### config.mk
export PLATFORM = sky130hd
export DESIGN_NAME = nll_engine
export DESIGN_NICKNAME = d
export VERILOG_FILES = /design/src/design/nll_pkg.sv /design/src/design/nll_engine.sv
export VERILOG_INCLUDE_DIRS = /design/src /design/src/design
export SDC_FILE = /design/constraint.sdc
export NUM_CORES = 2
export LEC_CHECK = 0
export ABC_AREA = 1
export CAP_MARGIN = 25
export CORE_ASPECT_RATIO = 0.5
export CORE_MARGIN = 2
export CORE_UTILIZATION = 60
export CTS_CLUSTER_SIZE = 30
export DETAILED_ROUTE_END_ITERATION = 7
export DONT_BUFFER_PORTS = 1
export PLACE_DENSITY = 0.87
export SYNTH_ARGS = -nofsm -noshare
export SYNTH_HDL_FRONTEND = slang
export SYNTH_SLANG_ARGS = --single-unit
### constraint.sdc
create_clock -name clk -period 8.5 [get_ports clk]
set_clock_uncertainty 0.1 [all_clocks]
set_input_delay 0 -clock clk [delete_from_list [all_inputs] [get_ports clk]]
set_output_delay 0 -clock clk [all_outputs]
set_load 0.05 [all_outputs]
### src/design/nonlinear_ladder_lowpass_assert.svh
// Assertion macros for the nonlinear ladder lowpass RTL.
`ifndef NONLINEAR_LADDER_LOWPASS_ASSERT_SVH
`define NONLINEAR_LADDER_LOWPASS_ASSERT_SVH
`ifndef SYNTHESIS
`define NLL_ASSERT(lbl, prop, msg) \
  lbl: assert property (@(posedge clk) disable iff (!rst_n) prop) else $error(msg);
`define NLL_ASSERT_NEXT(lbl, pre, post, msg) \
  lbl: assert property (@(posedge clk) disable iff (!rst_n) (pre) |=> (post)) else $error(msg);
`else
`define NLL_ASSERT(lbl, prop, msg)
`define NLL_ASSERT_NEXT(lbl, pre, post, msg)
`endif
`endif

### src/design/nll_pkg.sv
// Package: widths, constants, types and sequencer states of the ladder lowpass.
package nll_pkg;

  localparam int STAGES    = 4;
  localparam int SIDX_W    = $clog2(STAGES);
  localparam int SAMPLE_W  = 24;
  localparam int CUTOFF_W  = 15;
  localparam int RES_W     = 16;
  localparam int DRIVE_W   = 16;
  localparam int RATE_W    = 18;
  localparam int CFG_W     = 18;
  localparam int CFG_IDX_W = 2;

  localparam int VOLT_W  = 32;
  localparam int SLOPE_W = 48;
  localparam int TANH_W  = 18;

  localparam int MUL_W  = 33;
  localparam int PROD_W = 2 * MUL_W;
  localparam int DIVD_W = 64;
  localparam int DIVS_W = 33;
  localparam int QUO_W  = 32;

  localparam int DIV_LONG_BITS  = 31;
  localparam int DIV_SHORT_BITS = 17;
  localparam int DIV_CNT_W      = $clog2(DIV_LONG_BITS + 1);

  localparam logic [CUTOFF_W-1:0] CUTOFF_RST = 15'd1000;
  localparam logic [RES_W-1:0]    RES_RST    = 16'd0;
  localparam logic [DRIVE_W-1:0]  DRIVE_RST  = 16'd4096;
  localparam logic [RATE_W-1:0]   RATE_RST   = 18'd44100;

  localparam logic [RATE_W-1:0] OVERSAMPLE_RATE = 18'd96000;
  localparam logic signed [MUL_W-1:0] PI_Q30        = 33'sd3373259426;
  localparam logic signed [MUL_W-1:0] TWO_PI_VT_Q30 = 33'sd2104913883;
  localparam int ONE_Q30        = 1073741824;
  localparam int INV_TWO_VT_Q16 = 105026;
  localparam int TANH_K27       = 27 * 65536;
  localparam int V_ARG_LIMIT    = 33554432;
  localparam int TANH_ARG_LIMIT = 3 * 65536;
  localparam longint VOLT_MAX   = 64'sd2147483647;
  localparam longint VOLT_MIN   = -64'sd2147483648;
  localparam int SAMPLE_MAX     = 8388607;
  localparam int SAMPLE_MIN     = -8388608;

  typedef enum logic [CFG_IDX_W-1:0] {
    REG_CUTOFF,
    REG_RESONANCE,
    REG_DRIVE,
    REG_RATE
  } cfg_idx_t;

  typedef struct packed {
    logic [CUTOFF_W-1:0] cutoff;
    logic [RES_W-1:0]    resonance;
    logic [DRIVE_W-1:0]  drive;
    logic [RATE_W-1:0]   rate;
  } cfg_t;

  typedef struct packed {
    logic signed [VOLT_W-1:0]  volt;
    logic signed [SLOPE_W-1:0] slope;
    logic signed [TANH_W-1:0]  th;
  } state_word_t;

  typedef struct packed {
    logic              rd_en;
    logic [SIDX_W-1:0] rd_addr;
    logic              we;
    logic [SIDX_W-1:0] wr_addr;
    state_word_t       wdata;
  } mem_req_t;

  typedef struct packed {
    logic                     start;
    logic                     long_mode;
    logic signed [DIVD_W-1:0] dividend;
    logic [DIVS_W-1:0]        divisor;
  } div_req_t;

  typedef struct packed {
    logic                    busy;
    logic                    done;
    logic signed [QUO_W-1:0] quot;
  } div_rsp_t;

  typedef enum logic [4:0] {
    S_D_PI,
    S_D_XQ_GO,
    S_D_XQ_WAIT,
    S_D_RAT_GO,
    S_D_RAT_WAIT,
    S_D_BASE_MUL,
    S_D_BASE_GO,
    S_D_BASE_WAIT,
    S_D_GAIN_MUL,
    S_D_GAIN,
    S_IDLE,
    S_IN_DRIVE,
    S_IN_FEED,
    S_IN_SUM,
    S_TH_MUL,
    S_TH_ARG,
    S_TH_SQ,
    S_TH_NUM,
    S_TH_NMUL,
    S_TH_DIV,
    S_TH_WAIT,
    S_ST_READ,
    S_ST_LOAD,
    S_ST_MUL,
    S_ST_INT,
    S_ST_WB,
    S_DONE
  } eng_state_t;

endpackage

### src/design/nll_engine.sv
// Sequencer and shared multiplier: gain setup, drive/feedback, tanh and stage updates.
`include "nonlinear_ladder_lowpass_assert.svh"
module nll_engine (
  input  logic                                clk,
  input  logic                                rst_n,
  input  nll_pkg::cfg_t                       cfg,
  input  logic                                cfg_wr,
  input  logic                                in_valid,
  input  logic signed [nll_pkg::SAMPLE_W-1:0] in_sample,
  output logic                                in_ready,
  input  logic                                res_ready,
  output logic                                res_push,
  output logic signed [nll_pkg::SAMPLE_W-1:0] res_sample,
  output nll_pkg::mem_req_t                   mem_req,
  input  nll_pkg::state_word_t                mem_rdata,
  output nll_pkg::div_req_t                   div_req,
  input  nll_pkg::div_rsp_t                   div_rsp
);
  import nll_pkg::*;

  localparam int VIN_W  = 35;
  localparam int VCL_W  = 27;
  localparam int SH_W   = 22;
  localparam int A_W    = 19;
  localparam int A2_W   = 20;
  localparam int DIFF_W = TANH_W + 1;
  localparam int INC_W  = 28;
  localparam int SUM_W  = 50;

  eng_state_t state_r, state_nxt;
  logic [SIDX_W-1:0] idx_r, idx_nxt;
  logic ret_stage_r, ret_stage_nxt;

  logic signed [SAMPLE_W-1:0] x_r, x_nxt;
  logic signed [VOLT_W-1:0]   v3_r, v3_nxt;
  logic signed [VIN_W-1:0]    t_r, t_nxt;
  logic signed [VIN_W-1:0]    vin_r, vin_nxt;
  logic signed [A_W-1:0]      a_r, a_nxt;
  logic [A2_W-1:0]            a2_r, a2_nxt;
  logic signed [PROD_W-1:0]   p_r;
  logic signed [TANH_W-1:0]   tin_r, tin_nxt;
  logic signed [TANH_W-1:0]   prev_r, prev_nxt;
  logic signed [TANH_W-1:0]   th_r, th_nxt;
  logic signed [VOLT_W-1:0]   cur_v_r, cur_v_nxt;
  logic signed [SLOPE_W-1:0]  cur_slope_r, cur_slope_nxt;
  logic signed [TANH_W-1:0]   cur_th_r, cur_th_nxt;
  logic signed [INC_W-1:0]    inc_r, inc_nxt;
  logic signed [VOLT_W-1:0]   new_v_r, new_v_nxt;
  logic signed [QUO_W-1:0]    cg_r, cg_nxt;
  logic signed [QUO_W-1:0]    xq_r, xq_nxt;
  logic signed [QUO_W-1:0]    ratio_r, ratio_nxt;
  logic signed [QUO_W-1:0]    base_r, base_nxt;
  logic signed [SAMPLE_W-1:0] res_r, res_nxt;

  logic signed [MUL_W-1:0]  mul_a, mul_b;
  logic signed [PROD_W-1:0] prod;
  logic [RATE_W-1:0]        rate;
  logic signed [VCL_W-1:0]  v_cl;
  logic signed [SH_W-1:0]   sh;
  logic signed [DIFF_W-1:0] diff;
  logic signed [INC_W-1:0]  inc_w;
  logic signed [SUM_W-1:0]  vsum;
  logic signed [MUL_W-1:0]  one_m_xq;
  logic signed [MUL_W-1:0]  neg_v;

  assign prod = mul_a * mul_b;
  assign rate = (cfg.rate > OVERSAMPLE_RATE) ? cfg.rate : OVERSAMPLE_RATE;
  assign sh   = p_r[SH_W+22:23];
  assign inc_w = p_r[INC_W+22:23];
  assign one_m_xq = MUL_W'(ONE_Q30) - MUL_W'(xq_r);
  assign neg_v = -MUL_W'(new_v_r);
  assign vsum = SUM_W'(cur_v_r) + SUM_W'(inc_w) + SUM_W'(cur_slope_r);

  always_comb begin
    if (vin_r > V_ARG_LIMIT) begin
      v_cl = VCL_W'(V_ARG_LIMIT);
    end else if (vin_r < -V_ARG_LIMIT) begin
      v_cl = VCL_W'(-V_ARG_LIMIT);
    end else begin
      v_cl = VCL_W'(vin_r);
    end
    if (idx_r == '0) begin
      diff = -(DIFF_W'(tin_r) + DIFF_W'(cur_th_r));
    end else begin
      diff = DIFF_W'(prev_r) - DIFF_W'(cur_th_r);
    end
  end

  always_ff @(posedge clk) begin
    if (!rst_n) begin
      state_r     <= S_D_PI;
      idx_r       <= '0;
      ret_stage_r <= 1'b0;
    end else begin
      state_r     <= state_nxt;
      idx_r       <= idx_nxt;
      ret_stage_r <= ret_stage_nxt;
    end
  end

  always_ff @(posedge clk) begin
    x_r         <= x_nxt;
    v3_r        <= v3_nxt;
    t_r         <= t_nxt;
    vin_r       <= vin_nxt;
    a_r         <= a_nxt;
    a2_r        <= a2_nxt;
    p_r         <= prod;
    tin_r       <= tin_nxt;
    prev_r      <= prev_nxt;
    th_r        <= th_nxt;
    cur_v_r     <= cur_v_nxt;
    cur_slope_r <= cur_slope_nxt;
    cur_th_r    <= cur_th_nxt;
    inc_r       <= inc_nxt;
    new_v_r     <= new_v_nxt;
    cg_r        <= cg_nxt;
    xq_r        <= xq_nxt;
    ratio_r     <= ratio_nxt;
    base_r      <= base_nxt;
    res_r       <= res_nxt;
  end

  always_comb begin
    state_nxt     = state_r;
    idx_nxt       = idx_r;
    ret_stage_nxt = ret_stage_r;
    x_nxt         = x_r;
    v3_nxt        = v3_r;
    t_nxt         = t_r;
    vin_nxt       = vin_r;
    a_nxt         = a_r;
    a2_nxt        = a2_r;
    tin_nxt       = tin_r;
    prev_nxt      = prev_r;
    th_nxt        = th_r;
    cur_v_nxt     = cur_v_r;
    cur_slope_nxt = cur_slope_r;
    cur_th_nxt    = cur_th_r;
    inc_nxt       = inc_r;
    new_v_nxt     = new_v_r;
    cg_nxt        = cg_r;
    xq_nxt        = xq_r;
    ratio_nxt     = ratio_r;
    base_nxt      = base_r;
    res_nxt       = res_r;
    mul_a         = '0;
    mul_b         = '0;
    in_ready      = 1'b0;
    res_push      = 1'b0;
    mem_req       = '0;
    div_req       = '0;

    case (state_r)
      S_D_PI: begin
        mul_a     = PI_Q30;
        mul_b     = MUL_W'(cfg.cutoff);
        state_nxt = S_D_XQ_GO;
      end
      S_D_XQ_GO: begin
        div_req.start     = 1'b1;
        div_req.long_mode = 1'b1;
        div_req.dividend  = p_r[DIVD_W-1:0];
        div_req.divisor   = DIVS_W'(rate);
        state_nxt         = S_D_XQ_WAIT;
      end
      S_D_XQ_WAIT: begin
        if (div_rsp.done) begin
          xq_nxt    = div_rsp.quot;
          state_nxt = S_D_RAT_GO;
        end
      end
      S_D_RAT_GO: begin
        div_req.start     = 1'b1;
        div_req.long_mode = 1'b1;
        div_req.dividend  = DIVD_W'(one_m_xq) <<< 30;
        div_req.divisor   = DIVS_W'(ONE_Q30) + DIVS_W'(xq_r);
        state_nxt         = S_D_RAT_WAIT;
      end
      S_D_RAT_WAIT: begin
        if (div_rsp.done) begin
          ratio_nxt = div_rsp.quot;
          state_nxt = S_D_BASE_MUL;
        end
      end
      S_D_BASE_MUL: begin
        mul_a     = TWO_PI_VT_Q30;
        mul_b     = MUL_W'(cfg.cutoff);
        state_nxt = S_D_BASE_GO;
      end
      S_D_BASE_GO: begin
        div_req.start     = 1'b1;
        div_req.long_mode = 1'b1;
        div_req.dividend  = p_r[DIVD_W-1:0];
        div_req.divisor   = DIVS_W'(rate);
        state_nxt         = S_D_BASE_WAIT;
      end
      S_D_BASE_WAIT: begin
        if (div_rsp.done) begin
          base_nxt  = div_rsp.quot;
          state_nxt = S_D_GAIN_MUL;
        end
      end
      S_D_GAIN_MUL: begin
        mul_a     = MUL_W'(base_r);
        mul_b     = MUL_W'(ratio_r);
        state_nxt = S_D_GAIN;
      end
      S_D_GAIN: begin
        cg_nxt    = p_r[QUO_W+29:30];
        state_nxt = S_IDLE;
      end
      S_IDLE: begin
        in_ready = 1'b1;
        if (in_valid) begin
          x_nxt           = in_sample;
          mem_req.rd_en   = 1'b1;
          mem_req.rd_addr = SIDX_W'(STAGES - 1);
          state_nxt       = S_IN_DRIVE;
        end
      end
      S_IN_DRIVE: begin
        v3_nxt    = mem_rdata.volt;
        mul_a     = MUL_W'(x_r);
        mul_b     = MUL_W'(cfg.drive);
        state_nxt = S_IN_FEED;
      end
      S_IN_FEED: begin
        t_nxt     = p_r[VIN_W+11:12];
        mul_a     = MUL_W'(v3_r);
        mul_b     = MUL_W'(cfg.resonance);
        state_nxt = S_IN_SUM;
      end
      S_IN_SUM: begin
        vin_nxt       = t_r + p_r[VIN_W+13:14];
        ret_stage_nxt = 1'b0;
        state_nxt     = S_TH_MUL;
      end
      S_TH_MUL: begin
        mul_a     = MUL_W'(v_cl);
        mul_b     = MUL_W'(INV_TWO_VT_Q16);
        state_nxt = S_TH_ARG;
      end
      S_TH_ARG: begin
        if (sh > TANH_ARG_LIMIT) begin
          a_nxt = A_W'(TANH_ARG_LIMIT);
        end else if (sh < -TANH_ARG_LIMIT) begin
          a_nxt = A_W'(-TANH_ARG_LIMIT);
        end else begin
          a_nxt = A_W'(sh);
        end
        state_nxt = S_TH_SQ;
      end
      S_TH_SQ: begin
        mul_a     = MUL_W'(a_r);
        mul_b     = MUL_W'(a_r);
        state_nxt = S_TH_NUM;
      end
      S_TH_NUM: begin
        a2_nxt    = p_r[A2_W+15:16];
        state_nxt = S_TH_NMUL;
      end
      S_TH_NMUL: begin
        mul_a     = MUL_W'(a_r);
        mul_b     = MUL_W'(a2_r) + MUL_W'(TANH_K27);
        state_nxt = S_TH_DIV;
      end
      S_TH_DIV: begin
        div_req.start     = 1'b1;
        div_req.long_mode = 1'b0;
        div_req.dividend  = p_r[DIVD_W-1:0];
        div_req.divisor   = DIVS_W'(a2_r) + (DIVS_W'(a2_r) << 3) + DIVS_W'(TANH_K27);
        state_nxt         = S_TH_WAIT;
      end
      S_TH_WAIT: begin
        if (div_rsp.done) begin
          th_nxt = div_rsp.quot[TANH_W-1:0];
          if (ret_stage_r) begin
            state_nxt = S_ST_WB;
          end else begin
            tin_nxt   = div_rsp.quot[TANH_W-1:0];
            idx_nxt   = '0;
            state_nxt = S_ST_READ;
          end
        end
      end
      S_ST_READ: begin
        mem_req.rd_en   = 1'b1;
        mem_req.rd_addr = idx_r;
        state_nxt       = S_ST_LOAD;
      end
      S_ST_LOAD: begin
        cur_v_nxt     = mem_rdata.volt;
        cur_slope_nxt = mem_rdata.slope;
        cur_th_nxt    = mem_rdata.th;
        state_nxt     = S_ST_MUL;
      end
      S_ST_MUL: begin
        mul_a     = MUL_W'(cg_r);
        mul_b     = MUL_W'(diff);
        state_nxt = S_ST_INT;
      end
      S_ST_INT: begin
        inc_nxt = inc_w;
        if (vsum > VOLT_MAX) begin
          new_v_nxt = VOLT_W'(VOLT_MAX);
          vin_nxt   = VIN_W'(VOLT_MAX);
        end else if (vsum < VOLT_MIN) begin
          new_v_nxt = VOLT_W'(VOLT_MIN);
          vin_nxt   = VIN_W'(VOLT_MIN);
        end else begin
          new_v_nxt = VOLT_W'(vsum);
          vin_nxt   = VIN_W'(vsum);
        end
        ret_stage_nxt = 1'b1;
        state_nxt     = S_TH_MUL;
      end
      S_ST_WB: begin
        mem_req.we          = 1'b1;
        mem_req.wr_addr     = idx_r;
        mem_req.wdata.volt  = new_v_r;
        mem_req.wdata.slope = SLOPE_W'(inc_r);
        mem_req.wdata.th    = th_r;
        prev_nxt            = th_r;
        if (idx_r == SIDX_W'(STAGES - 1)) begin
          if (neg_v > SAMPLE_MAX) begin
            res_nxt = SAMPLE_W'(SAMPLE_MAX);
          end else if (neg_v < SAMPLE_MIN) begin
            res_nxt = SAMPLE_W'(SAMPLE_MIN);
          end else begin
            res_nxt = SAMPLE_W'(neg_v);
          end
          state_nxt = S_DONE;
        end else begin
          idx_nxt   = idx_r + 1'b1;
          state_nxt = S_ST_READ;
        end
      end
      S_DONE: begin
        if (res_ready) begin
          res_push  = 1'b1;
          state_nxt = S_IDLE;
        end
      end
      default: begin
        state_nxt = S_D_PI;
      end
    endcase

    if (cfg_wr) begin
      state_nxt = S_D_PI;
    end
  end

  assign res_sample = res_r;

  `NLL_ASSERT(a_idle_div_quiet, (state_r == S_IDLE) |-> !div_rsp.busy, "divider busy while idle")
  `NLL_ASSERT_NEXT(a_div_no_early_done, div_req.start, !div_rsp.done, "divider done too early")

endmodule

---- Word level (Yosys, flattened, before mapping) ----
Index checks and enable logic that the tools add are counted.
operators by class
  $add $sub $neg .......................... 13
  $mul .................................... 1
  order comparisons ....................... 9
  equality and inequality tests ........... 35
  mux-type cells .......................... 33
  bitwise gates (word level) .............. 2
  reductions and logical operators ........ 19
operator list
  operator                number
  $pmux 33 s8             2
  $pmux 99 s3             1
  $pmux 5 s26             1
  $mux 101                1
  $mux 35                 2
  $pmux 35 s2             1
  $mul 33x33->64          1
  $eq 5x5->1 const B      11
  $mux 27                 2
  $add 33x48->49          1
  $gt 49x32->1 const B    1
  $lt 49x32->1 const B    1
  $eq 5x4->1 const B      8
  $mux 19                 2
  $add 35x35->35          1
  $gt 35x27->1 const B    1
  $lt 35x26->1 const B    1
  $add 32x28->33          1
  $add 32x32->33 const A  1
  $gt 33x24->1 const B    1
  $lt 33x24->1 const B    1
  $neg 32->33             1
  $sub 32x32->33 const A  1
  $mux 32                 1
  34 further kinds        67
storage, ports and cells
  flip-flop bits (word level) ............. 601
  input port bits ......................... 226
  output and inout bits ................... 229
  word-level logic and storage cells ...... 136

---- Depth between registers and ports, before layout ----
  depth after elaboration ................. 6
  gate-level depth with buffers ........... 48
  depth with buffers taken out ............ 48

---- Least setup slack after synthesis ----
No wires, ideal clock.
  path type ............................... register -> register
  start ................................... reg cur_th_r[1]
  end ..................................... reg p_r[63]
  setup time .............................. 113 ps
  data arrival time ....................... 8,619 ps
  required time ........................... 8,287 ps
  path slack .............................. -331 ps
  stages on the path, launching flop included .. 47
  path buffers ............................ 1
  period minus slack after synthesis ...... 8,831 ps
  cells stage by stage .................... edfxtp_1 -> ha_1 -> inv_1 -> ha_1 -> inv_1 -> fa_1 -> nor2_1 -> o21ai_0 -> nand2_1 -> nand3_1 -> nand2_1 -> a21oi_1 -> nor2_1 -> nor2_1 -> xor2_1 -> a21oi_1 -> nand2_1 -> nand2_1 -> [... 11 more ...] -> fa_1 -> fa_1 -> fa_1 -> inv_1 -> ha_1 -> nand2_1 -> inv_1 -> nand3_1 -> inv_1 -> nand2_1 -> nand3_1 -> nor2_1 -> o21ai_0 -> a21oi_1 -> nand3b_1 -> nand2_1 -> nor2_1 -> nor2_1
between the ends
  cells in the longest elaborated chain, start to end .. 5
  elaborated cells on any way between the ends .. 6
  those cells by class .................... add/sub: 3; mul: 1; mux: 2
RTL lines
  element                 line               source
  start, declared         nll_engine.sv:46   logic signed [TANH_W-1:0] cur_th_r, cur_th_nxt;
  start signal, assigned  nll_engine.sv:114  cur_th_r <= cur_th_nxt;
  $add 18x18->19          nll_engine.sv:83   diff = -(DIFF_W'(tin_r) + DIFF_W'(cur_th_r));
  $neg 19->19             nll_engine.sv:83
  $mux 19 *               nll_engine.sv:82   if (idx_r == '0) begin
  $pmux 33 s8 *           nll_engine.sv:154  case (state_r)
  $mul 33x33->64 *        nll_engine.sv:66   assign prod = mul_a * mul_b;
  via prod[63]            nll_engine.sv:56   logic signed [PROD_W-1:0] prod;
  end signal, assigned    nll_engine.sv:108  p_r <= prod;
  end, declared           nll_engine.sv:40   logic signed [PROD_W-1:0] p_r;
The timed path passes the listed nets; every way through them passes the cells marked *.
A chain may end at the register's enable or synchronous reset.

---- Worst setup path in the final report ----
  start ................................... reg cur_th_r[1]
  end ..................................... reg p_r[50]
Same word-level chain as after synthesis.

==> qor.txt <==
Status -> complete, but fails checks
Failing checks -> design-rule violations, negative setup slack
Hold/Removal Path Class -> in2reg
Comb power frac -> 81.2%
Drt first pass iters -> 8
Syn_area_per_cell -> 8.55 sq um
Clock buffer count from CTS -> 60
Longest Clk Path Bufs -> 3
Syn. warnings -> 0
Final core occ -> 76.0%
Critical path launch point type -> flip-flop
Worst skew pair latency -> 0.69 ns
CP max stage cell -> fa_1
Worst reg2reg path endpoint -> p_r[50]
Multiplexer share of the synthesized area -> 0%
Initial antenna violation count -> 35
Initial Util -> 60.4%
Clk sink count -> 601
Row count -> 91
Die area -> 0.127 sq mm
CTS tree -> built
Number of synthesized flops with an enable pin -> 529
Post-route ant nets -> 0
Placer Congestion -> 1.06
Distinct cell type count after synthesis -> 67
Reg2Reg Depth -> 43
Post-Syn Instances -> 8680
Sw power -> 18.0 mW
Hold Violations, Final -> 0
RSZ-0062 raised after global routing -> yes
Design area -> 0.0935 sq mm
Synthesized area -> 0.0742 sq mm
Most frequent CP cell -> fa_1
Power Density -> 378 mW/mm^2
Htree depth -> 2
DR vias -> 71400
Drc violations -> 177
FF-to-FF setup slack -> -1.68 ns
Internal power -> 17.3 mW
Kind of cell adding the most delay to the critical path -> adder cells
Final Hold Slack -> 0.0230 ns
Fmax -> 98.2 MHz
Root buffer cell -> clkbuf_16
Yosys reg bits -> 601
Via density -> 6.15
Worst path required time -> 8.95 ns
Max stage delay on crit path -> 0.68 ns
Buffers plus inverters on the worst setup path -> 14
Final period util -> 120%
CP Max Fanout -> 6
Port Buf Inserts -> 0
Post-placement cell area -> 0.0839 sq mm
Switching Fraction -> 51.0%
Detailed Place HPWL -> 221 mm
Clk slew on worst S/H paths -> 0.07 ns
Asr flop ratio synth -> 0%
Simple-gate share of the synthesized area -> 17.9%
Reg2reg start -> cur_th_r[1]
Static leakage -> 46.9 nW
Flop pwr share -> 10.6%
IO Count -> 455
Syn nets -> 10500
Core area -> 0.123 sq mm
Max-cap violation count -> 0
GRT Total Usage -> 45.6%
Hold worst-path end -> state_r[1]
Worst slew pin tran -> 1.16 ns
Final Worst Setup Slack -> -1.68 ns
Crit Path Category -> reg2reg
Post-synthesis xor/xnor area fraction -> 1.97%
Main combinational cell family by area after synthesis -> adder cells
Crit. End Element -> flip-flop
Min-delay src -> cfg_wr
Peak ir drop on the vdd network -> 1.24 mV
Synth Area in Adders -> 38.4%
Routed wire length -> 315 mm
Sequential share of the synthesized area -> 23.3%
Number of global-route vias before repair -> 70800
Grt total ovfl -> 0
Area Overhead vs Synth -> 25.9%
Clock Power Share -> 8.2%
Slew Limit Fails -> 0
Layout cell share with drive strength beyond 1 -> 20.2%
Data arrival, critical path -> 10.63 ns
Fin nets -> 11700
Worst Hold Depth -> 3
Largest net degree at the start of global routing -> 86
Setup violators final -> 49
Tot Pwr -> 35.4 mW
Global-route wire length before repair -> 426 mm
Fin crit period -> 10.18 ns
Die W -> 501 microns
Wire length per cell -> 27.1 microns
Main synth FF type -> edfxtp_1
Relative slew slack -> 22.5%
Die span in y -> 253 microns
Compound-Gate Fraction of Synth Area -> 5.41%
Initial drt markers -> 10800
power by group through the flow:
stage	clock (mW)	combinational, mW	sequential (mW)
after global placement	0	16.6	3.78
after detailed placement	0	16.7	3.77
final	2.90	28.7	3.75
after CTS	2.83	21.3	3.72
after global routing	2.98	29.2	3.73
after floorplan	0	8.41	3.74
layout make-up:
| cell class | instances | area, sq um |
|---|---|---|
| multi-input cells | 5635 | 50300 |
| fillers | 7613 | 29500 |
| flip-flops and latches | 601 | 17300 |
| repair buffers | 1459 | 13500 |
| inverters | 2154 | 8120 |
| well taps | 1627 | 2040 |
| clock buffers | 70 | 1540 |
| clock inverters | 42 | 510 |
| diodes | 27 | 67.6 |
per-layer routing:
layer	track usage, %	routed length, microns
met3	16.6	52300
met2	69.8	132000
met4	28.0	30200
met1	55.4	99700
met5	0	1030
layout by cell type, fill, tap and decap left out, types with 109 or more instances in the layout:
master / synthesis / routed
inv_2: 39 / 134
ha_1: 391 / 329
a21oi_1: 266 / 190
fa_1: 1178 / 1104
edfxtp_1: 529 / 529
nand2_1: 2098 / 2013
dlygate4sd3_1: 0 / 295
buf_4: 49 / 975
inv_1: 2112 / 2006
buf_12: 1 / 109
nor2_1: 599 / 529
nand3_1: 218 / 197
sequential cells by signal, indices dropped and copies added, names as in the netlist, 20 cells and up:
signal	flops
base_r	32
inc_r	28
t_r	35
res_sample	24
cur_slope_r	48
xq_r	32
ratio_r	32
cg_r	32
a2_r	20
vin_r	35
p_r	64
new_v_r	32
x_r	24
cur_v_r	32
v3_r	32
logic make-up after synthesis:
kind of cell	after synthesis
simple gates	3234
buf+inv	2444
fa+ha+maj	1569
compound gates	665
flops	601
xor+xnor	167
cells in the mapped netlist (6+ instances only):
cell / number / share of area, %
edfxtp_1: 529 / 21
nand2_2: 52 / 0.44
o22ai_1: 10 / 0.084
o21bai_1: 13 / 0.13
a21o_1: 10 / 0.10
a221oi_1: 26 / 0.31
nand4_1: 88 / 0.74
nand3b_1: 8 / 0.081
a31oi_1: 22 / 0.19
ha_1: 391 / 6.6
o221ai_1: 8 / 0.094
a21boi_0: 7 / 0.071
clkbuf_1: 42 / 0.21
nand3_1: 218 / 1.5
buf_2: 191 / 1.3
o211ai_1: 25 / 0.25
nor2_2: 30 / 0.25
or2_2: 15 / 0.13
xnor2_1: 53 / 0.63
nor4_1: 30 / 0.25
o21ai_0: 159 / 1.1
nor3_2: 19 / 0.26
inv_1: 2112 / 11
xor2_1: 114 / 1.3
buf_4: 49 / 0.50
fa_1: 1178 / 32
inv_2: 39 / 0.20
o31ai_1: 6 / 0.061
o2111ai_1: 6 / 0.071
a22o_1: 28 / 0.33
nor2_1: 599 / 3.0
o21ai_1: 8 / 0.054
nor3_1: 50 / 0.34
dfxtp_1: 72 / 1.9
o21a_1: 18 / 0.18
a21oi_1: 266 / 1.8
nand2_1: 2098 / 11
a211oi_1: 16 / 0.16
timing repair:
action                                 CTS  global route
endpoints found under the hold margin  331             0
gates resized for setup                424           381
gates cloned                             7             2
buffers inserted                        80            59
setup endpoints to repair               47            51
pin swaps                              173           270
hold buffers                           295             0
tightest hold or removal path, cell delays in order:
cell and delay (ns):
dlygate4sd3_1 0.52, or2_2 0.19, a21oi_1 0.05
worst max path at each step:
stage               slack, ns  cells after the start         from  endpoint
floorplan              -0.007                     39  cur_th_r[1]   p_r[63]
global route            -1.89                     46  cur_th_r[1]   p_r[63]
detailed placement      -1.12                     42  cur_th_r[3]   p_r[63]
CTS                     -0.68                     45  cur_th_r[1]   p_r[50]
finish                  -1.68                     43  cur_th_r[1]   p_r[50]
global placement         -1.0                     44  cur_th_r[1]   p_r[63]
per-stage QoR:
step                cells  setup slack [ns]   TNS, ns
finish              11600             -1.68    -54.11
global route        11600             -1.89    -62.40
CTS                 11500            -0.683    -19.60
detailed placement  11000             -1.12    -33.86
global placement    11000            -0.996    -31.01
floorplan            8680          -0.00740  -0.00740
No activity file was read; power rests on OpenSTA's default activity.
